`config.mk`:
```
export PLATFORM = sky130hd
export DESIGN_NAME = json_number_lexer
export DESIGN_NICKNAME = d
export VERILOG_FILES = /design/src/design/jnl_pkg.sv /design/src/design/jnl_scan.sv /design/src/design/json_number_lexer.sv
export VERILOG_INCLUDE_DIRS = /design/src /design/src/design
export SDC_FILE = /design/constraint.sdc
export NUM_CORES = 1
export LEC_CHECK = 0
export BUFFER_PORTS_ARGS = -buffer_cell sky130_fd_sc_hd__clkbuf_2
export CAP_MARGIN = 20
export CORE_MARGIN = 2
export CORE_UTILIZATION = 31
export DETAILED_ROUTE_END_ITERATION = 12
export GPL_TIMING_DRIVEN = 1
export MAX_ROUTING_LAYER = met4
export PLACE_DENSITY = 0.58
export SYNTH_ARGS = -nofsm -noshare
export SYNTH_HDL_FRONTEND = slang
export SYNTH_SLANG_ARGS = --single-unit
```
`constraint.sdc`:
```
create_clock -name clock -period 15.57 [get_ports clock]
set_input_delay 3.114 -clock clock [delete_from_list [all_inputs] [get_ports clock]]
set_output_delay 3.114 -clock clock [all_outputs]
set_load 0.03 [all_outputs]
```
`src/design/json_number_lexer_defines.svh`:
```
// Shared assertion macros for the JSON number lexer.
`ifndef JSON_NUMBER_LEXER_DEFINES_SVH
`define JSON_NUMBER_LEXER_DEFINES_SVH

// Same-cycle implication, checked outside reset.
`define JNL_ASSERT_NOW(lbl, ante, cons, msg) \
   lbl: assert property (@(posedge clock) disable iff (reset) (ante) |-> (cons)) \
      else $error(msg);

// Next-cycle implication, checked outside reset.
`define JNL_ASSERT_NEXT(lbl, ante, cons, msg) \
   lbl: assert property (@(posedge clock) disable iff (reset) (ante) |=> (cons)) \
      else $error(msg);

`endif

```
`src/design/jnl_pkg.sv`:
```
package jnl_pkg;

   typedef enum logic [1:0] {
      KIND_INT  = 2'd0,
      KIND_HUGE = 2'd1,
      KIND_REAL = 2'd2,
      KIND_ERR  = 2'd3
   } kind_type;

   typedef struct packed {
      logic        emit;
      kind_type    kind;
      logic [63:0] value;
      logic [15:0] length;
   } scan_result_type;

   // Largest magnitude that can still take one more decimal digit.
   localparam logic [63:0] TEN_LIMIT   = 64'h1999_9999_9999_9998;
   localparam logic [63:0] POS_LIMIT   = 64'h7FFF_FFFF_FFFF_FFFF;
   localparam logic [63:0] NEG_LIMIT   = 64'h8000_0000_0000_0000;
   localparam logic [15:0] COUNT_MAX   = 16'hFFFF;
   localparam int unsigned HUGE_MIN_LEN = 19;

   localparam logic [7:0] CHAR_ZERO  = 8'h30;
   localparam logic [7:0] CHAR_NINE  = 8'h39;
   localparam logic [7:0] CHAR_MINUS = 8'h2D;
   localparam logic [7:0] CHAR_PLUS  = 8'h2B;
   localparam logic [7:0] CHAR_POINT = 8'h2E;
   localparam logic [7:0] CHAR_EXP_L = 8'h65;
   localparam logic [7:0] CHAR_EXP_U = 8'h45;
   localparam logic [7:0] CHAR_SPACE = 8'h20;
   localparam logic [7:0] CHAR_TAB   = 8'h09;
   localparam logic [7:0] CHAR_LF    = 8'h0A;
   localparam logic [7:0] CHAR_CR    = 8'h0D;

endpackage

```
`src/design/jnl_scan.sv`:
```
module jnl_scan
   import jnl_pkg::*;
(
   input  logic            clock,
   input  logic            reset,
   input  logic            step,
   input  logic [7:0]      text_byte,
   output scan_result_type result
);

   `include "json_number_lexer_defines.svh"

   typedef enum logic [3:0] {
      PH_START = 4'd0,
      PH_MINUS = 4'd1,
      PH_ZERO  = 4'd2,
      PH_INT   = 4'd3,
      PH_HUGE  = 4'd4,
      PH_POINT = 4'd5,
      PH_FRAC  = 4'd6,
      PH_EXP   = 4'd7,
      PH_ESIGN = 4'd8,
      PH_EDIG  = 4'd9
   } phase_type;

   phase_type   phase_ff, phase_in;
   logic [63:0] magnitude_ff, magnitude_in;
   logic        negative_ff, negative_in;
   logic [15:0] count_ff, count_in;

   logic        is_digit, is_exp, is_space;
   logic [63:0] digit_val, times_ten;
   logic        clear, count_up;
   logic [15:0] count_base;

   assign is_digit  = (text_byte >= CHAR_ZERO) && (text_byte <= CHAR_NINE);
   assign is_exp    = (text_byte == CHAR_EXP_L) || (text_byte == CHAR_EXP_U);
   assign is_space  = (text_byte == CHAR_SPACE) || (text_byte == CHAR_TAB) ||
                      (text_byte == CHAR_LF) || (text_byte == CHAR_CR);
   assign digit_val = {60'd0, text_byte[3:0]};
   assign times_ten = (magnitude_ff << 3) + (magnitude_ff << 1) + digit_val;

   always_comb begin
      phase_in      = phase_ff;
      magnitude_in  = magnitude_ff;
      negative_in   = negative_ff;
      clear         = 1'b0;
      count_up      = 1'b1;
      count_base    = count_ff;
      result.emit   = 1'b0;
      result.kind   = KIND_ERR;
      result.value  = 64'd0;
      result.length = count_ff;

      unique case (phase_ff)
         PH_MINUS: begin
            if (text_byte == CHAR_ZERO) begin
               negative_in  = 1'b0;
               magnitude_in = 64'd0;
               phase_in     = PH_ZERO;
            end else if (is_digit) begin
               magnitude_in = digit_val;
               phase_in     = PH_INT;
            end else begin
               result.emit = 1'b1;
            end
         end
         PH_ZERO: begin
            if (text_byte == CHAR_POINT) phase_in = PH_POINT;
            else if (is_exp) phase_in = PH_EXP;
            else begin
               result.emit = 1'b1;
               result.kind = KIND_INT;
            end
         end
         PH_INT: begin
            if (is_digit) begin
               if (magnitude_ff > TEN_LIMIT) phase_in = PH_HUGE;
               else magnitude_in = times_ten;
            end else if (text_byte == CHAR_POINT) phase_in = PH_POINT;
            else if (is_exp) phase_in = PH_EXP;
            else begin
               result.emit = 1'b1;
               if (negative_ff && (magnitude_ff <= NEG_LIMIT)) begin
                  result.kind  = KIND_INT;
                  result.value = 64'd0 - magnitude_ff;
               end else if (!negative_ff && (magnitude_ff <= POS_LIMIT)) begin
                  result.kind  = KIND_INT;
                  result.value = magnitude_ff;
               end else begin
                  result.kind = KIND_HUGE;
               end
            end
         end
         PH_HUGE: begin
            if (is_digit) phase_in = PH_HUGE;
            else if (text_byte == CHAR_POINT) phase_in = PH_POINT;
            else if (is_exp) phase_in = PH_EXP;
            else begin
               result.emit = 1'b1;
               result.kind = KIND_HUGE;
            end
         end
         PH_POINT, PH_ESIGN: begin
            if (is_digit) phase_in = (phase_ff == PH_POINT) ? PH_FRAC : PH_EDIG;
            else result.emit = 1'b1;
         end
         PH_FRAC: begin
            if (is_digit) phase_in = PH_FRAC;
            else if (is_exp) phase_in = PH_EXP;
            else begin
               result.emit = 1'b1;
               result.kind = KIND_REAL;
            end
         end
         PH_EXP: begin
            if (is_digit) phase_in = PH_EDIG;
            else if ((text_byte == CHAR_PLUS) || (text_byte == CHAR_MINUS))
               phase_in = PH_ESIGN;
            else result.emit = 1'b1;
         end
         PH_EDIG: begin
            if (is_digit) phase_in = PH_EDIG;
            else begin
               result.emit = 1'b1;
               result.kind = KIND_REAL;
            end
         end
         default: begin
            // start: restart the scan from a clean slate
            magnitude_in  = 64'd0;
            negative_in   = 1'b0;
            count_base    = 16'd0;
            result.length = 16'd0;
            if (is_space) begin
               phase_in = PH_START;
               count_up = 1'b0;
            end else if (text_byte == CHAR_MINUS) begin
               negative_in = 1'b1;
               phase_in    = PH_MINUS;
            end else if (text_byte == CHAR_ZERO) begin
               phase_in = PH_ZERO;
            end else if (is_digit) begin
               magnitude_in = digit_val;
               phase_in     = PH_INT;
            end else begin
               result.emit = 1'b1;
            end
         end
      endcase

      clear = result.emit;
      if (clear) begin
         phase_in     = PH_START;
         magnitude_in = 64'd0;
         negative_in  = 1'b0;
         count_in     = 16'd0;
      end else if (count_up) begin
         count_in = (count_base == COUNT_MAX) ? count_base : count_base + 16'd1;
      end else begin
         count_in = count_base;
      end
   end

   always_ff @(posedge clock) begin
      if (reset) begin
         phase_ff     <= PH_START;
         magnitude_ff <= 64'd0;
         negative_ff  <= 1'b0;
         count_ff     <= 16'd0;
      end else if (step) begin
         phase_ff     <= phase_in;
         magnitude_ff <= magnitude_in;
         negative_ff  <= negative_in;
         count_ff     <= count_in;
      end
   end

   `JNL_ASSERT_NEXT(a_emit_restarts, step && result.emit, phase_ff == PH_START, "no restart after result")
   `JNL_ASSERT_NOW(a_start_clean, phase_ff == PH_START, (magnitude_ff == 64'd0) && (count_ff == 16'd0), "start phase not clean")
   `JNL_ASSERT_NOW(a_scan_counted, phase_ff != PH_START, count_ff != 16'd0, "scan phase with empty count")

endmodule

```
`src/design/json_number_lexer.sv`:
```
// JSON number lexer.
// Input channel req_*: one text byte per word (req_text_byte). Leading
// whitespace is skipped; the bytes of a number are consumed silently.
// Output channel rsp_*: one word per number, issued on the first byte that
// does not continue it: kind (integer, huge integer, non-integer, syntax
// error), the signed value for integers, and the length of the number.
// The terminating byte is consumed but not rescanned as a new number.
// Throughput: one byte per cycle except while stalled. The digit accumulate
// (times ten plus digit, then a range compare) is the longest path.
// Latency: the result word is valid the cycle after its terminating byte
// is accepted, from the output register.
// Stall: while a result waits in the output register, bytes that do not
// finish a number are still taken; a byte that would finish one waits
// until rsp_ready frees the register.
// Reset: synchronous, active high; the scanner returns to its start phase
// and the output register is emptied. No clearing pass is needed.
module json_number_lexer
   import jnl_pkg::*;
(
   input  logic               clock,
   input  logic               reset,
   input  logic               req_valid,
   output logic               req_ready,
   input  logic [7:0]         req_text_byte,
   output logic               rsp_valid,
   input  logic               rsp_ready,
   output logic [1:0]         rsp_number_kind,
   output logic signed [63:0] rsp_integer_result,
   output logic [15:0]        rsp_number_length
);

   `include "json_number_lexer_defines.svh"

   scan_result_type scan_res;
   logic            req_fire;
   logic            rsp_valid_ff;
   kind_type        kind_ff;
   logic [63:0]     value_ff;
   logic [15:0]     length_ff;

   assign req_ready = !rsp_valid_ff || rsp_ready || !scan_res.emit;
   assign req_fire  = req_valid && req_ready;

   jnl_scan u_scan (
      .clock     (clock),
      .reset     (reset),
      .step      (req_fire),
      .text_byte (req_text_byte),
      .result    (scan_res)
   );

   always_ff @(posedge clock) begin
      if (reset) begin
         rsp_valid_ff <= 1'b0;
      end else if (req_fire && scan_res.emit) begin
         rsp_valid_ff <= 1'b1;
      end else if (rsp_ready) begin
         rsp_valid_ff <= 1'b0;
      end
   end

   // hold the word until taken
   always_ff @(posedge clock) begin
      if (req_fire && scan_res.emit) begin
         kind_ff   <= scan_res.kind;
         value_ff  <= scan_res.value;
         length_ff <= scan_res.length;
      end
   end

   assign rsp_valid          = rsp_valid_ff;
   assign rsp_number_kind    = kind_ff;
   assign rsp_integer_result = value_ff;
   assign rsp_number_length  = length_ff;

   `JNL_ASSERT_NOW(a_value_only_int, rsp_valid_ff && (kind_ff != KIND_INT), value_ff == 64'd0, "nonzero value for non-integer")
   `JNL_ASSERT_NOW(a_no_overwrite, req_fire && rsp_valid_ff && !rsp_ready, !scan_res.emit, "result word overwritten")
   `JNL_ASSERT_NOW(a_huge_length, rsp_valid_ff && (kind_ff == KIND_HUGE), length_ff >= 16'(HUGE_MIN_LEN), "huge integer too short")

endmodule

```
==> impl_summary.log <==
INFO  metric core_area = 42890 µm²
INFO  metric syn-num-nets = 1723
INFO  metric worstSetupStartpointType = primary input
INFO  metric cts.reportedPaths.clkPinSlew = 0.07 ns
INFO  metric worstPathArrival = 5.19 ns
INFO  metric antenna-diode-count = 0
INFO  metric period_needed = 8.302 ns
INFO  metric cts_resized = 0
INFO  metric die_area = 44910 µm²
INFO  metric gp_congestion = 0.9110
INFO  metric share_of_cells_above_drive_strength_1 = 0.1159
INFO  metric antenna_violations_before_repair = 0
INFO  metric cts.path.max_buffers = 2
INFO  metric worst-path-stages = 8
INFO  metric grt_total_ovfl = 0
INFO  metric vias = 12120
INFO  metric detail_route.vias_per_cell = 5.490
INFO  metric drt-initial-drc-count = 871
INFO  metric postCtsSetupRepairBufs = 0
INFO  metric cts.htree.levels = 4
INFO  metric yosysUniqueCellTypes = 87
INFO  metric ctsRootBufferMaster = sky130_fd_sc_hd__clkbuf_16
INFO  metric finClkSkew = 0.009475 ns
INFO  metric synth_edf_count = 82
INFO  metric layout.cells.most_common = sky130_fd_sc_hd__nor2_1
INFO  metric fp.dieW = 211.9 µm
INFO  metric share_of_flip_flops_with_an_asynchronous_set_or_reset = 0
INFO  metric finalSetupViolCount = 0
INFO  metric syn-mean-instance-area = 8.455 µm²
INFO  metric maximum_number_of_pins_on_one_net_before_global_route_repair = 50
INFO  metric routed_wirelength = 40720 µm
INFO  metric dominantRegCellSynth = sky130_fd_sc_hd__dfxtp_1
INFO  metric fmaxAchievable = 120.5 MHz
INFO  metric vdd.ir_drop.worst = 0.00005186 V
INFO  metric numCtsBuffers = 17
INFO  metric post-place-ws = 7.269 ns
INFO  metric postCtsHoldBufs = 0
INFO  metric initial_utilization = 0.3125
INFO  metric synth_seq_cells = 168
INFO  metric synth.cell_area = 13400 µm²
INFO  metric p_per_area = 66.53 nW/µm²
INFO  metric wl_per_cell = 18.45 µm
INFO  metric hold_slack = 0.4951 ns
INFO  metric max_slew.worst_pin.slew = 0.9994 ns
INFO  metric critical_path.top_delay_family = simple AND/OR/NAND/NOR gates
INFO  metric cp_slowest_stage_delay = 0.55 ns
INFO  metric synth.yosys.seq_area_share = 0.3122
INFO  metric worstSetupPathType = primary input to primary output
INFO  metric first_pass_grt_wire_length = 64510 µm
INFO  metric ff2ff_path_depth = 13
INFO  metric final.period_utilization = 0.5332
INFO  metric max_slew_margin = 0.3280
INFO  metric yosys_warnings = 0
INFO  metric clock_insertion_delay_worst_skew = 0.45 ns
INFO  metric leakage = 6.450 nW
INFO  metric final_cell_mix = sky130_fd_sc_hd__nor2_1, sky130_fd_sc_hd__nand2_1, sky130_fd_sc_hd__ha_1
INFO  metric synth_cells = 1585
INFO  metric nets = 1747
INFO  metric antenna_left = 0
INFO  metric grt_pass1_vias = 11590
INFO  metric floorplan.io_pins = 96
INFO  metric fin_setup_tns = 0 ns
INFO  metric hold_path_class = flop to flop
INFO  metric run_status = completed
INFO  metric crit_fanout = 6
INFO  metric placement_rows = 76
INFO  metric place_hpwl = 30630 µm
INFO  metric rsz_0062_raised_after_global_routing = no
INFO  metric number_of_buffers_added_on_ports = 95
INFO  metric number_of_sinks_driven_by_the_clock_tree = 168
INFO  metric timing.critical_path.buf_inv = 2
INFO  metric cp_slowest_cell = sky130_fd_sc_hd__or4_1
INFO  metric fin_worst_setup_slack = 7.268 ns
INFO  metric worst_hold_path_cell_count = 2
INFO  metric number_of_hold_violations_in_the_final_report = 0
INFO  metric grt.total_usage = 0.1877
INFO  metric synthToLayoutAreaGrowth = 11.08%
INFO  metric drv_slew = 0
INFO  metric end_kind = primary output
INFO  metric path_cells = clkbuf_2 > or3_1 > or4_1 > o211ai_1 > a311o_2 > nor3b_4 > or3_1 > clkbuf_2
INFO  metric max_cap_violation_count = 0
INFO  metric report.power.total = 0.9904 mW
INFO  metric tritoncts_clock_tree = built
INFO  metric worst-endpoint-required = 12.46 ns
INFO  metric drt_pass1_iterations = 5
INFO  metric die-height = 211.9 µm
INFO  metric drcViolationCount = 0
report_power, final:
group	switching (mW)	internal (mW)	total (mW)
Clock	0.200	0.239	0.439
Sequential	0.00468	0.476	0.481
Combinational	0.0553	0.0151	0.0704
metrics by stage:
| stage | util | cell area (µm²) | instances |
|---|---|---|---|
| 5_1_grt | 0.3471 | 14890 | 2207 |
| 6_report | 0.3471 | 14890 | 2207 |
| 3_3_place_gp | 0.3318 | 14230 | 2172 |
| 2_1_floorplan | - | 13400 | 1585 |
| 4_1_cts | 0.3455 | 14820 | 2204 |
| 3_5_place_dp | 0.3318 | 14230 | 2172 |
path summary, 6_finish.rpt:
path,start,to,slack [ns]
setup reg to reg,u_scan.magnitude_ff[2]$_SDFFE_PP0P_,u_scan.magnitude_ff[59]$_SDFFE_PP0P_,11.06
hold reg to reg,u_scan.count_ff[6]$_SDFFE_PP0P_,u_scan.count_ff[6]$_SDFFE_PP0P_,0.50
hold / removal,u_scan.count_ff[6]$_SDFFE_PP0P_,u_scan.count_ff[6]$_SDFFE_PP0P_,0.50
setup / recovery,req_text_byte[7],req_ready,7.27
state kept, by name, summed over array words and instances, names as in the netlist:
| signal | flops |
|---|---|
| u_scan.phase_ff | 4 |
| u_scan.count_ff | 16 |
| rsp_integer_result | 64 |
| u_scan.negative_ff | 1 |
| rsp_valid | 1 |
| rsp_number_length | 16 |
| rsp_number_kind | 2 |
| u_scan.magnitude_ff | 64 |
per-layer routing:
metal | share of wire | vias up | track usage
li1 | - | 5951 | -
met1 | 0.46 | 5748 | 0.2469
met2 | 0.47 | 357 | 0.2989
met3 | 0.049 | 60 | 0.02433
met4 | 0.022 | 0 | 0.05974
met5 | 0 | - | -
synthesized netlist by cell type (7+ instances only):
| cell type | count | share of area |
|---|---|---|
| sky130_fd_sc_hd__a211oi_1 | 9 | 0.0050 |
| sky130_fd_sc_hd__a21boi_0 | 7 | 0.0039 |
| sky130_fd_sc_hd__a21o_1 | 33 | 0.018 |
| sky130_fd_sc_hd__a21oi_1 | 100 | 0.037 |
| sky130_fd_sc_hd__a22o_1 | 26 | 0.017 |
| sky130_fd_sc_hd__a22oi_1 | 34 | 0.019 |
| sky130_fd_sc_hd__a31oi_1 | 15 | 0.0070 |
| sky130_fd_sc_hd__a32oi_1 | 8 | 0.0052 |
| sky130_fd_sc_hd__and2_1 | 13 | 0.0061 |
| sky130_fd_sc_hd__and3_1 | 16 | 0.0075 |
| sky130_fd_sc_hd__buf_2 | 15 | 0.0056 |
| sky130_fd_sc_hd__buf_6 | 9 | 0.0076 |
| sky130_fd_sc_hd__clkbuf_1 | 73 | 0.020 |
| sky130_fd_sc_hd__dfxtp_1 | 86 | 0.13 |
| sky130_fd_sc_hd__edfxtp_1 | 82 | 0.18 |
| sky130_fd_sc_hd__ha_1 | 124 | 0.12 |
| sky130_fd_sc_hd__inv_1 | 41 | 0.011 |
| sky130_fd_sc_hd__nand2_1 | 158 | 0.044 |
| sky130_fd_sc_hd__nand2b_1 | 8 | 0.0037 |
| sky130_fd_sc_hd__nand3_1 | 38 | 0.014 |
| sky130_fd_sc_hd__nand4_1 | 39 | 0.018 |
| sky130_fd_sc_hd__nor2_1 | 163 | 0.046 |
| sky130_fd_sc_hd__nor2b_1 | 12 | 0.0056 |
| sky130_fd_sc_hd__nor3_1 | 42 | 0.016 |
| sky130_fd_sc_hd__nor4_1 | 23 | 0.011 |
| sky130_fd_sc_hd__o211ai_1 | 12 | 0.0067 |
| sky130_fd_sc_hd__o21a_1 | 10 | 0.0056 |
| sky130_fd_sc_hd__o21ai_0 | 91 | 0.034 |
| sky130_fd_sc_hd__o21bai_1 | 10 | 0.0056 |
| sky130_fd_sc_hd__o31ai_1 | 36 | 0.020 |
| sky130_fd_sc_hd__o41ai_1 | 8 | 0.0052 |
| sky130_fd_sc_hd__or2_2 | 11 | 0.0051 |
| sky130_fd_sc_hd__or3_1 | 17 | 0.0079 |
| sky130_fd_sc_hd__or4_1 | 11 | 0.0062 |
| sky130_fd_sc_hd__xnor2_1 | 39 | 0.025 |
| sky130_fd_sc_hd__xor2_1 | 64 | 0.042 |
final cells by class:
class	count	area, µm²
flip-flops and latches	168	4185
clock buffers	17	425.4
clock inverters	15	163.9
well taps	585	732.0
inverters	41	153.9
repair buffers	107	610.6
fillers	4452	28000
multi-input cells	1274	8616
cell families (layout without fill, tap and decap cells):
group | after synthesis | in the layout | share of synthesized area
and+or+nand+nor | 591 | 591 | 0.2247
AOI/OAI and AO/OA | 448 | 448 | 0.2258
DFF | 168 | 168 | 0.3122
buffers and inverters | 143 | 180 | 0.04659
adders and majority gates | 126 | 126 | 0.1188
xor gates and xnor gates | 103 | 103 | 0.06731
muxes | 6 | 6 | 0.004575
worst register-to-register path, delay by kind of cell (launching register included):
family          cells  cell delay (ns)
compound gates      6             2.28
xor+xnor            1             0.09
fa+ha+maj           2             0.76
buf+inv             2             0.18
flops               1             0.46
simple gates        2             0.65
No activity file was read; power rests on OpenSTA's default activity.
